$ cat config.mk
export PLATFORM = sky130hd
export DESIGN_NAME = lru_page_replacement_flat
export DESIGN_NICKNAME = d
export VERILOG_FILES = /design/src/rtl/lpr_pkg.sv /design/src/rtl/lpr_in_if.sv /design/src/rtl/lpr_out_if.sv /design/src/rtl/lpr_dp.sv /design/src/rtl/lpr_ctrl.sv /design/src/rtl/lru_page_replacement.sv /design/src/flat_wrapper.sv
export SDC_FILE = /design/constraint.sdc
export NUM_CORES = 1
export LEC_CHECK = 0
export BUFFER_PORTS_ARGS = -buffer_cell sky130_fd_sc_hd__buf_4
export CAP_MARGIN = 40
export CORE_ASPECT_RATIO = 0.6
export CORE_MARGIN = 1
export CORE_UTILIZATION = 45
export CTS_BUF_LIST = sky130_fd_sc_hd__clkbuf_2 sky130_fd_sc_hd__clkbuf_4 sky130_fd_sc_hd__clkbuf_8
export CTS_CLUSTER_SIZE = 24
export DETAILED_ROUTE_END_ITERATION = 10
export PLACE_DENSITY = 0.57
export SYNTH_ARGS = -nofsm -noshare
export SYNTH_HDL_FRONTEND = slang
export SYNTH_SLANG_ARGS = --single-unit
$ cat constraint.sdc
create_clock -name i_clk -period 6.7 [get_ports i_clk]
set_input_delay 1.675 -clock i_clk [delete_from_list [all_inputs] [get_ports i_clk]]
set_output_delay 1.675 -clock i_clk [all_outputs]
set_load 0.05 [all_outputs]
$ cat src/rtl/lpr_pkg.sv
// lpr_pkg: shared widths, reset values and control structs for the lru page replacement block
// no dependencies; used by the interfaces, controller, datapath and top level
`default_nettype none

package lpr_pkg;

    localparam int PAGE_NUMBER_W   = 16;
    localparam int FRAME_COUNT_W   = 5;
    localparam int FRAME_INDEX_W   = 4;
    localparam int TOTAL_W         = 32;
    localparam int FRAMES_DEFAULT  = 16;
    localparam int PAGE_BITS_DEF   = 16;

    localparam logic [FRAME_COUNT_W-1:0] FRAME_COUNT_RST = FRAME_COUNT_W'(16);

    typedef struct packed {
        logic start;
        logic issue;
        logic commit;
    } t_dp_cmd;

    typedef struct packed {
        logic last_issue;
    } t_dp_sts;

endpackage

`default_nettype wire

$ cat src/rtl/lpr_in_if.sv
// lpr_in_if: page reference channel, valid/ready handshake
// depends on lpr_pkg
`default_nettype none

interface lpr_in_if;
    import lpr_pkg::*;

    logic                     valid;
    logic                     ready;
    logic [PAGE_NUMBER_W-1:0] page_number;

    modport source (output valid, output page_number, input ready);
    modport sink   (input valid, input page_number, output ready);
endinterface

`default_nettype wire

$ cat src/rtl/lpr_out_if.sv
// lpr_out_if: result channel, valid/ready handshake
// depends on lpr_pkg
`default_nettype none

interface lpr_out_if;
    import lpr_pkg::*;

    logic                     valid;
    logic                     ready;
    logic                     hit;
    logic                     filled_empty;
    logic [FRAME_INDEX_W-1:0] frame_index;
    logic [TOTAL_W-1:0]       fault_count;
    logic [TOTAL_W-1:0]       hit_count;

    modport source (output valid, output hit, output filled_empty, output frame_index,
                    output fault_count, output hit_count, input ready);
    modport sink   (input valid, input hit, input filled_empty, input frame_index,
                    input fault_count, input hit_count, output ready);
endinterface

`default_nettype wire

$ cat src/rtl/lpr_dp.sv
// lpr_dp: frame page memory, valid and recency ranks, scan accumulators, totals, result register
// depends on lpr_pkg; driven by lpr_ctrl through t_dp_cmd / t_dp_sts
`default_nettype none

module lpr_dp #(
    parameter int FRAMES    = lpr_pkg::FRAMES_DEFAULT,
    parameter int PAGE_BITS = lpr_pkg::PAGE_BITS_DEF
) (
    input  wire logic                              i_clk,
    input  wire logic                              i_rst_n,
    input  wire logic                              i_cfg_we,
    input  wire logic [lpr_pkg::FRAME_COUNT_W-1:0] i_cfg_wdata,
    input  wire logic [lpr_pkg::PAGE_NUMBER_W-1:0] i_page_number,
    input  wire lpr_pkg::t_dp_cmd                  i_cmd,
    output lpr_pkg::t_dp_sts                       o_sts,
    output logic                                   o_hit,
    output logic                                   o_filled_empty,
    output logic [lpr_pkg::FRAME_INDEX_W-1:0]      o_frame_index,
    output logic [lpr_pkg::TOTAL_W-1:0]            o_fault_count,
    output logic [lpr_pkg::TOTAL_W-1:0]            o_hit_count
);
    import lpr_pkg::*;

    localparam int IW = (FRAMES > 1) ? $clog2(FRAMES) : 1;
    localparam int CW = $clog2(FRAMES + 1);
    localparam int RW = IW;

    logic [FRAME_COUNT_W-1:0] r_frame_count;
    logic [CW-1:0]            r_n;
    logic [CW-1:0]            n_n;
    logic [PAGE_BITS-1:0]     r_page;

    logic [PAGE_BITS-1:0]     r_mem [FRAMES];
    logic [PAGE_BITS-1:0]     r_rd_data;
    logic [FRAMES-1:0]        r_valid;
    logic [RW-1:0]            r_rank [FRAMES];

    logic [CW-1:0]            r_rd_idx;
    logic                     r_cmp_vld;
    logic [IW-1:0]            r_cmp_idx;

    logic                     r_hit;
    logic [IW-1:0]            r_hit_idx;
    logic [RW-1:0]            r_hit_rank;
    logic                     r_emp;
    logic [IW-1:0]            r_emp_idx;
    logic [IW-1:0]            r_min_idx;
    logic [RW-1:0]            r_min_rank;
    logic [CW-1:0]            r_vcnt;

    logic [TOTAL_W-1:0]       r_fault_total;
    logic [TOTAL_W-1:0]       r_hit_total;
    logic [TOTAL_W-1:0]       n_fault_total;
    logic [TOTAL_W-1:0]       n_hit_total;

    logic                     r_out_hit;
    logic                     r_out_filled;
    logic [FRAME_INDEX_W-1:0] r_out_index;
    logic [TOTAL_W-1:0]       r_out_fault;
    logic [TOTAL_W-1:0]       r_out_hits;

    logic                     cmp_valid;
    logic [RW-1:0]            cmp_rank;
    logic [IW-1:0]            sel_idx;
    logic                     old_valid;
    logic [RW-1:0]            old_rank;
    logic [RW-1:0]            new_rank;

    // frames in use, clamped to 1..FRAMES
    always_comb begin
        if (r_frame_count == '0) begin
            n_n = CW'(1);
        end else if (int'(r_frame_count) > FRAMES) begin
            n_n = CW'(FRAMES);
        end else begin
            n_n = CW'(r_frame_count);
        end
    end

    assign o_sts.last_issue = (r_rd_idx == (r_n - CW'(1)));

    assign cmp_valid = r_valid[r_cmp_idx];
    assign cmp_rank  = r_rank[r_cmp_idx];

    always_comb begin
        if (r_hit) begin
            sel_idx   = r_hit_idx;
            old_valid = 1'b1;
            old_rank  = r_hit_rank;
        end else if (r_emp) begin
            sel_idx   = r_emp_idx;
            old_valid = 1'b0;
            old_rank  = r_min_rank;
        end else begin
            sel_idx   = r_min_idx;
            old_valid = 1'b1;
            old_rank  = r_min_rank;
        end
        new_rank = RW'(r_vcnt - CW'(old_valid));
    end

    assign n_hit_total   = (r_hit && (r_hit_total != '1)) ? r_hit_total + TOTAL_W'(1)
                                                          : r_hit_total;
    assign n_fault_total = (!r_hit && (r_fault_total != '1)) ? r_fault_total + TOTAL_W'(1)
                                                             : r_fault_total;

    // page memory: one write port, one registered read port
    always_ff @(posedge i_clk) begin
        if (i_cmd.commit) begin
            r_mem[sel_idx] <= r_page;
        end
        if (i_cmd.issue) begin
            r_rd_data <= r_mem[r_rd_idx[IW-1:0]];
        end
    end

    always_ff @(posedge i_clk) begin
        if (!i_rst_n) begin
            r_frame_count <= FRAME_COUNT_RST;
        end else if (i_cfg_we) begin
            r_frame_count <= i_cfg_wdata;
        end
    end

    // scan pointer and accumulators
    always_ff @(posedge i_clk) begin
        if (!i_rst_n) begin
            r_n        <= CW'(1);
            r_page     <= '0;
            r_rd_idx   <= '0;
            r_cmp_vld  <= 1'b0;
            r_cmp_idx  <= '0;
            r_hit      <= 1'b0;
            r_hit_idx  <= '0;
            r_hit_rank <= '0;
            r_emp      <= 1'b0;
            r_emp_idx  <= '0;
            r_min_idx  <= '0;
            r_min_rank <= '0;
            r_vcnt     <= '0;
        end else begin
            r_cmp_vld <= i_cmd.issue;
            if (i_cmd.issue) begin
                r_cmp_idx <= r_rd_idx[IW-1:0];
                r_rd_idx  <= r_rd_idx + CW'(1);
            end
            if (i_cmd.start) begin
                r_n      <= n_n;
                r_page   <= PAGE_BITS'(i_page_number);
                r_rd_idx <= '0;
                r_hit    <= 1'b0;
                r_emp    <= 1'b0;
                r_vcnt   <= '0;
            end else if (r_cmp_vld) begin
                if (cmp_valid && (r_rd_data == r_page) && !r_hit) begin
                    r_hit      <= 1'b1;
                    r_hit_idx  <= r_cmp_idx;
                    r_hit_rank <= cmp_rank;
                end
                if (!cmp_valid && !r_emp) begin
                    r_emp     <= 1'b1;
                    r_emp_idx <= r_cmp_idx;
                end
                if ((r_cmp_idx == '0) || (cmp_rank < r_min_rank)) begin
                    r_min_idx  <= r_cmp_idx;
                    r_min_rank <= cmp_rank;
                end
                r_vcnt <= r_vcnt + CW'(cmp_valid);
            end
        end
    end

    // frame state update on commit
    always_ff @(posedge i_clk) begin
        if (!i_rst_n) begin
            r_valid       <= '0;
            r_fault_total <= '0;
            r_hit_total   <= '0;
            for (int i = 0; i < FRAMES; i++) begin
                r_rank[i] <= '0;
            end
        end else if (i_cmd.commit) begin
            r_valid[sel_idx] <= 1'b1;
            r_fault_total    <= n_fault_total;
            r_hit_total      <= n_hit_total;
            for (int i = 0; i < FRAMES; i++) begin
                if (IW'(i) == sel_idx) begin
                    r_rank[i] <= new_rank;
                end else if ((CW'(i) < r_n) && r_valid[i] && old_valid &&
                             (r_rank[i] > old_rank)) begin
                    r_rank[i] <= r_rank[i] - RW'(1);
                end
            end
        end
    end

    always_ff @(posedge i_clk) begin
        if (i_cmd.commit) begin
            r_out_hit    <= r_hit;
            r_out_filled <= !r_hit && r_emp;
            r_out_index  <= FRAME_INDEX_W'(sel_idx);
            r_out_fault  <= n_fault_total;
            r_out_hits   <= n_hit_total;
        end
    end

    assign o_hit          = r_out_hit;
    assign o_filled_empty = r_out_filled;
    assign o_frame_index  = r_out_index;
    assign o_fault_count  = r_out_fault;
    assign o_hit_count    = r_out_hits;

    a_issue_in_range: assert property (@(posedge i_clk) disable iff (!i_rst_n)
        i_cmd.issue |-> (r_rd_idx < r_n))
        else $error("frame scan beyond frames in use");

    a_commit_sets_valid: assert property (@(posedge i_clk) disable iff (!i_rst_n)
        i_cmd.commit |=> (r_valid[$past(sel_idx)] == 1'b1))
        else $error("committed frame not marked valid");

    a_one_total_moves: assert property (@(posedge i_clk) disable iff (!i_rst_n)
        i_cmd.commit |=> (($past(r_fault_total) == r_fault_total) ||
                          ($past(r_hit_total) == r_hit_total)))
        else $error("fault and hit totals both changed");

endmodule

`default_nettype wire

$ cat src/rtl/lpr_ctrl.sv
// lpr_ctrl: sequencer for one page reference: accept, frame scan, commit, result handoff
// depends on lpr_pkg; commands lpr_dp through t_dp_cmd / t_dp_sts
`default_nettype none

module lpr_ctrl (
    input  wire logic             i_clk,
    input  wire logic             i_rst_n,
    input  wire logic             i_in_valid,
    output logic                  o_in_ready,
    input  wire logic             i_out_ready,
    output logic                  o_out_valid,
    output lpr_pkg::t_dp_cmd      o_cmd,
    input  wire lpr_pkg::t_dp_sts i_sts
);
    import lpr_pkg::*;

    typedef enum logic [3:0] {
        ST_IDLE   = 4'b0001,
        ST_SCAN   = 4'b0010,
        ST_WAIT   = 4'b0100,
        ST_COMMIT = 4'b1000
    } t_state;

    t_state r_state;
    t_state n_state;
    logic   r_out_valid;
    logic   n_out_valid;

    always_comb begin
        n_state      = r_state;
        o_cmd.start  = 1'b0;
        o_cmd.issue  = 1'b0;
        o_cmd.commit = 1'b0;
        unique case (r_state)
            ST_IDLE: begin
                if (i_in_valid) begin
                    o_cmd.start = 1'b1;
                    n_state     = ST_SCAN;
                end
            end
            ST_SCAN: begin
                o_cmd.issue = 1'b1;
                if (i_sts.last_issue) begin
                    n_state = ST_WAIT;
                end
            end
            ST_WAIT: begin
                n_state = ST_COMMIT;
            end
            ST_COMMIT: begin
                if (!r_out_valid || i_out_ready) begin
                    o_cmd.commit = 1'b1;
                    n_state      = ST_IDLE;
                end
            end
            default: begin
                n_state = ST_IDLE;
            end
        endcase
    end

    always_comb begin
        if (o_cmd.commit) begin
            n_out_valid = 1'b1;
        end else if (i_out_ready) begin
            n_out_valid = 1'b0;
        end else begin
            n_out_valid = r_out_valid;
        end
    end

    always_ff @(posedge i_clk) begin
        if (!i_rst_n) begin
            r_state     <= ST_IDLE;
            r_out_valid <= 1'b0;
        end else begin
            r_state     <= n_state;
            r_out_valid <= n_out_valid;
        end
    end

    assign o_in_ready  = (r_state == ST_IDLE);
    assign o_out_valid = r_out_valid;

    a_state_onehot: assert property (@(posedge i_clk) disable iff (!i_rst_n)
        $onehot(r_state))
        else $error("state register not one-hot");

    a_scan_follows_start: assert property (@(posedge i_clk) disable iff (!i_rst_n)
        o_cmd.start |=> (r_state == ST_SCAN))
        else $error("scan did not follow an accepted transaction");

    a_commit_fills_result: assert property (@(posedge i_clk) disable iff (!i_rst_n)
        o_cmd.commit |=> (r_out_valid && (r_state == ST_IDLE)))
        else $error("commit did not present a result");

    a_wait_to_commit: assert property (@(posedge i_clk) disable iff (!i_rst_n)
        (r_state == ST_WAIT) |=> (r_state == ST_COMMIT))
        else $error("compare drain not followed by commit");

endmodule

`default_nettype wire

$ cat src/rtl/lru_page_replacement.sv
// Fully associative page frame set with least-recently-used replacement. Each page reference
// on the input channel gives one result: hit, whether an empty frame was filled, the frame
// that now holds the page, and saturating fault and hit totals. Each reference is scanned over
// the frames in use (frame_count clamped to 1..FRAMES); the scan reads one frame page entry
// per cycle from the single read port of the frame memory. A new reference is accepted only
// after the previous one has been committed. The result sits in an output register, so the
// next reference is accepted while it waits. Reset empties all frames and clears the totals;
// reset again after changing frame_count.
// depends on lpr_pkg, lpr_in_if, lpr_out_if, lpr_ctrl, lpr_dp
`default_nettype none

module lru_page_replacement #(
    parameter int FRAMES    = lpr_pkg::FRAMES_DEFAULT,
    parameter int PAGE_BITS = lpr_pkg::PAGE_BITS_DEF
) (
    input  wire logic                              i_clk,
    input  wire logic                              i_rst_n,
    input  wire logic                              i_cfg_we,
    input  wire logic [lpr_pkg::FRAME_COUNT_W-1:0] i_cfg_wdata,
    lpr_in_if.sink                                 i_in,
    lpr_out_if.source                              o_out
);
    import lpr_pkg::*;

    t_dp_cmd dp_cmd;
    t_dp_sts dp_sts;

    lpr_ctrl u_ctrl (
        .i_clk       (i_clk),
        .i_rst_n     (i_rst_n),
        .i_in_valid  (i_in.valid),
        .o_in_ready  (i_in.ready),
        .i_out_ready (o_out.ready),
        .o_out_valid (o_out.valid),
        .o_cmd       (dp_cmd),
        .i_sts       (dp_sts)
    );

    lpr_dp #(
        .FRAMES    (FRAMES),
        .PAGE_BITS (PAGE_BITS)
    ) u_dp (
        .i_clk          (i_clk),
        .i_rst_n        (i_rst_n),
        .i_cfg_we       (i_cfg_we),
        .i_cfg_wdata    (i_cfg_wdata),
        .i_page_number  (i_in.page_number),
        .i_cmd          (dp_cmd),
        .o_sts          (dp_sts),
        .o_hit          (o_out.hit),
        .o_filled_empty (o_out.filled_empty),
        .o_frame_index  (o_out.frame_index),
        .o_fault_count  (o_out.fault_count),
        .o_hit_count    (o_out.hit_count)
    );

endmodule

`default_nettype wire

$ cat src/flat_wrapper.sv
// flat-port wrapper written by rule: the top's interface ports become plain ports
module lru_page_replacement_flat import lpr_pkg::*;
#(
    parameter int FRAMES    = lpr_pkg::FRAMES_DEFAULT,
    parameter int PAGE_BITS = lpr_pkg::PAGE_BITS_DEF
)
  (i_clk, i_rst_n, i_cfg_we, i_cfg_wdata, i_in_valid, i_in_page_number, i_in_ready, o_out_valid, o_out_hit, o_out_filled_empty, o_out_frame_index, o_out_fault_count, o_out_hit_count, o_out_ready);
  lpr_in_if i_in_i ();
  lpr_out_if o_out_i ();
  input  wire logic i_clk;
  input  wire logic i_rst_n;
  input  wire logic i_cfg_we;
  input  wire logic [lpr_pkg::FRAME_COUNT_W-1:0] i_cfg_wdata;
  input wire logic [$bits(i_in_i.valid)-1:0] i_in_valid;
  input wire logic [$bits(i_in_i.page_number)-1:0] i_in_page_number;
  output wire logic [$bits(i_in_i.ready)-1:0] i_in_ready;
  output wire logic [$bits(o_out_i.valid)-1:0] o_out_valid;
  output wire logic [$bits(o_out_i.hit)-1:0] o_out_hit;
  output wire logic [$bits(o_out_i.filled_empty)-1:0] o_out_filled_empty;
  output wire logic [$bits(o_out_i.frame_index)-1:0] o_out_frame_index;
  output wire logic [$bits(o_out_i.fault_count)-1:0] o_out_fault_count;
  output wire logic [$bits(o_out_i.hit_count)-1:0] o_out_hit_count;
  input wire logic [$bits(o_out_i.ready)-1:0] o_out_ready;
  assign i_in_i.valid = i_in_valid;
  assign i_in_i.page_number = i_in_page_number;
  assign i_in_ready = i_in_i.ready;
  assign o_out_valid = o_out_i.valid;
  assign o_out_hit = o_out_i.hit;
  assign o_out_filled_empty = o_out_i.filled_empty;
  assign o_out_frame_index = o_out_i.frame_index;
  assign o_out_fault_count = o_out_i.fault_count;
  assign o_out_hit_count = o_out_i.hit_count;
  assign o_out_i.ready = o_out_ready;
  lru_page_replacement #(.FRAMES(FRAMES), .PAGE_BITS(PAGE_BITS)) u_core (.i_clk(i_clk), .i_rst_n(i_rst_n), .i_cfg_we(i_cfg_we), .i_cfg_wdata(i_cfg_wdata), .i_in(i_in_i), .o_out(o_out_i));
endmodule
==> results.yml <==
sta:
  fin_ws_ns: 2.79
  finClkSkew_ns: 0.0518
  max_freq_ghz: 0.256
  setup_viol: 0
  grt_setup_unrepaired: "no"
  post-route-min-period_ns: 3.91
  tns_ns: 0
  fin_crit_sh: 0.584
  final_max_slew_viol_count: 0
  finalHoldViolations: 0
  maxSlewHeadroom: 0.348
  worst_slew_pin_slew_ns: 0.978
yosys:
  yosysWarnings: 0
  synth_edf_count: 406
  syn_inst: 2000
  ys_seq_area_frac: 0.578
  synth_cell_types: 69
  syn_avg_cell_area_um2: 13.2
  async_reset_ff_frac: 0
  synth_seq_cells: 557
  synth_nets: 2118
  syn-cell-area_mm2: 0.0263
  synthFlopType: "edfxtp_1"
clock_network:
  clockBufferDepth: 3
  cts_max_level: 3
  clock-sinks: 557
  root_buffer: "clkbuf_8"
  cts_setup_buffers: 0
  numCtsBuffers: 85
  cts.repair.resized: 0
  clk_pin_slew_ns: 0.07
  clock_latency_ns: 0.70
  cts-hold-fix-buffers: 0
  cts_tree: "yes"
global_routing:
  grt_overflow: 0
  antenna_found_initial: 2
  grt_pass1_vias: 16700
  grt_pass1_wl_um: 107000
  gr-usage-all-layers: 0.242
  grt_max_degree: 65
min_path:
  hold_path_class: "reg2reg"
worst_setup_path:
  crit_required_ns: 7.04
  worstSetupPathType: "reg2reg"
  crit_path_cell_trace: "buf_4 -> mux2i_4 -> buf_4 -> ha_1 -> nor2b_1 -> o21a_1 -> o21a_1 -> o221ai_1 -> nand3b_1"
  r2r_setup_slack_ns: 2.79
  arrival_ns: 4.25
  crit_path_max_incr_delay_ns: 0.65
  crit_fanout: 31
  path_delay_family: "compound AO/OA/AOI/OAI gates"
  cp_slowest_cell: "dfxtp_2"
  crit_buf_inv: 2
  cp-end-kind: "register"
  start_kind: "register"
die:
  core_mm2: 0.0577
  ios: 98
  dieHeight_um: 189
  start_util: 0.457
  fp-row-count: 68
  dieArea_mm2: 0.0595
  die_x_um: 314
placement:
  placedCellCount: 2793
  port_buffers: 97
  gp_congestion: 0.942
  post-place-ws_ns: 2.22
  dp_hpwl_um: 49600
run:
  cap_violations: 0
power_and_ir_drop:
  netSwitchingFraction: 0.237
  power_frac_seq: 0.543
  power_frac_comb: 0.045
  p_switching_uw: 1670
  irDropWorstVdd_mv: 0.145
  clockPowerShare: 0.412
  intPower_uw: 5400
  p_leak_uw: 0.0105
  power_density_mw_per_mm2: 237
  power.total_uw: 7070
layout:
  layout_common_cells: "406 x edfxtp_1, 186 x nand2_1, 148 x dfxtp_1, 129 x buf_4, 101 x mux4_2"
  nNetsFinal: 2229
  drive_gt1_frac: 0.202
  fin_cells: 2952
  area_growth_pct: 13.2
  final_common_cell: "edfxtp_1"
  fill_cells: 4885
outcome:
  status: "complete, no violations"
detailed_routing:
  drtIter0Drc: 1762
  drc: 0
  via_count: 17700
  routed_wl_um: 71900
  drt-pass1-iter-count: 5
  antenna_left: 0
  wl_per_cell_um: 24.3
  viasPerCell: 6.01
==> sequential cells by signal, summed over array words and instances, names as in the netlist, 4 cells and up, named ones only <==
signal	cells
u_core.u_dp.o_hit_count	32
u_core.u_dp.r_valid	16
u_core.u_ctrl.r_state	4
u_core.u_dp.r_rank	64
u_core.u_dp.r_emp_idx	4
u_core.u_dp.r_n	5
u_core.u_dp.r_cmp_idx	4
u_core.u_dp.r_min_rank	4
u_core.u_dp.r_vcnt	4
u_core.u_dp.r_mem	256
u_core.u_dp.r_rd_data	16
u_core.u_dp.r_page	16
u_core.u_dp.o_fault_count	32
u_core.u_dp.r_hit_total	32
u_core.u_dp.r_min_idx	4
u_core.u_dp.r_hit_rank	4
u_core.u_dp.r_rd_idx	5
u_core.u_dp.r_fault_total	32
u_core.u_dp.r_hit_idx	4
u_core.u_dp.o_frame_index	4
u_core.u_dp.r_frame_count	5
==> cells in the mapped netlist, types with 11 or more instances <==
cell type	number	area share
clkbuf_1	81	0.012
nand3_1	50	0.0095
xnor2_1	69	0.023
inv_1	57	0.0081
buf_2	25	0.0047
o221ai_1	14	0.0047
nor2_1	44	0.0063
nor2b_1	20	0.0047
edfxtp_1	406	0.46
mux4_2	101	0.086
nand4_1	50	0.012
or4_1	29	0.0083
o21a_1	58	0.017
xor2_1	53	0.018
o31ai_1	27	0.0077
or3_1	32	0.0076
nand2b_1	30	0.0071
ha_1	92	0.044
o21ai_0	22	0.0042
nor3_1	49	0.0093
mux2i_1	76	0.029
nand2_1	186	0.027
and4_1	11	0.0037
a21oi_1	80	0.015
nor4_1	24	0.0057
and3_1	13	0.0031
o22ai_1	41	0.0097
dfxtp_1	151	0.11
nand3b_1	13	0.0037
==> power by group through the flow <==
| stage | logic, µW | registers (µW) | clock network (µW) |
|---|---|---|---|
| CTS | 313 | 3840 | 2980 |
| global route | 345 | 3840 | 3130 |
| floorplan | 217 | 3860 | 0 |
| finish | 315 | 3840 | 2910 |
| global placement | 295 | 3910 | 0 |
| detailed placement | 311 | 3910 | 0 |
==> per-layer routing <==
layer	share of wire	vias to the layer above	global-route usage
met5	0	-	0
li1	-	7931	-
met1	0.49	8969	0.394
met4	0.015	0	0.0536
met3	0.11	86	0.0791
met2	0.38	752	0.301
==> worst register-to-register path, stage by stage, from the launching register on <==
cell and delay, ns:
dfxtp_2 0.65, buf_4 0.52, mux2i_4 0.33, buf_4 0.35
ha_1 0.33, nor2b_1 0.14, o21a_1 0.16, o21a_1 0.16
o221ai_1 0.57, nand3b_1 0.35
==> cell type report <==
cell class / count / area, µm² / area share
clock buffers: 130 / 1550 / 0.0518
clock inverters: 27 / 186 / 0.00625
flip-flops and latches: 557 / 15200 / 0.511
repair buffers: 141 / 1190 / 0.0398
diodes: 1 / 2.50 / 0.0000840
well taps: 770 / 963 / 0.0323
inverters: 60 / 226 / 0.00760
multi-input cells: 1266 / 10500 / 0.351
==> metrics by stage <==
step | utilization | cell area, µm² | hold WS [ns]
after floorplan | - | 26300 | 0.403
after global placement | 0.483 | 27800 | 0.440
after detailed placement | 0.486 | 28000 | 0.450
after CTS | 0.516 | 29800 | 0.461
after global routing | 0.517 | 29800 | 0.482
final | 0.517 | 29800 | 0.464
==> final timing paths <==
| kind | from | end | cells after the start |
|---|---|---|---|
| max | u_core.u_dp.r_hit | u_core.u_dp.r_rank[13][3] | 9 |
| min | u_core.u_dp.r_hit_idx[0] | u_core.u_dp.r_hit_idx[0] | 2 |
| max reg2reg | u_core.u_dp.r_hit | u_core.u_dp.r_rank[13][3] | 9 |
| min reg2reg | u_core.u_dp.r_hit_idx[0] | u_core.u_dp.r_hit_idx[0] | 2 |
==> cell families after synthesis <==
family / count (synthesis) / synth area share
XOR/XNOR: 122 / 0.0406
adder cells (fa/ha/maj): 92 / 0.0437
AO/OA/AOI/OAI: 286 / 0.0731
buffers and inverters: 177 / 0.0274
multiplexers: 181 / 0.117
flip-flops: 557 / 0.578
AND/OR/NAND/NOR: 585 / 0.121
Note: power is estimated with default switching activity, not from simulation.
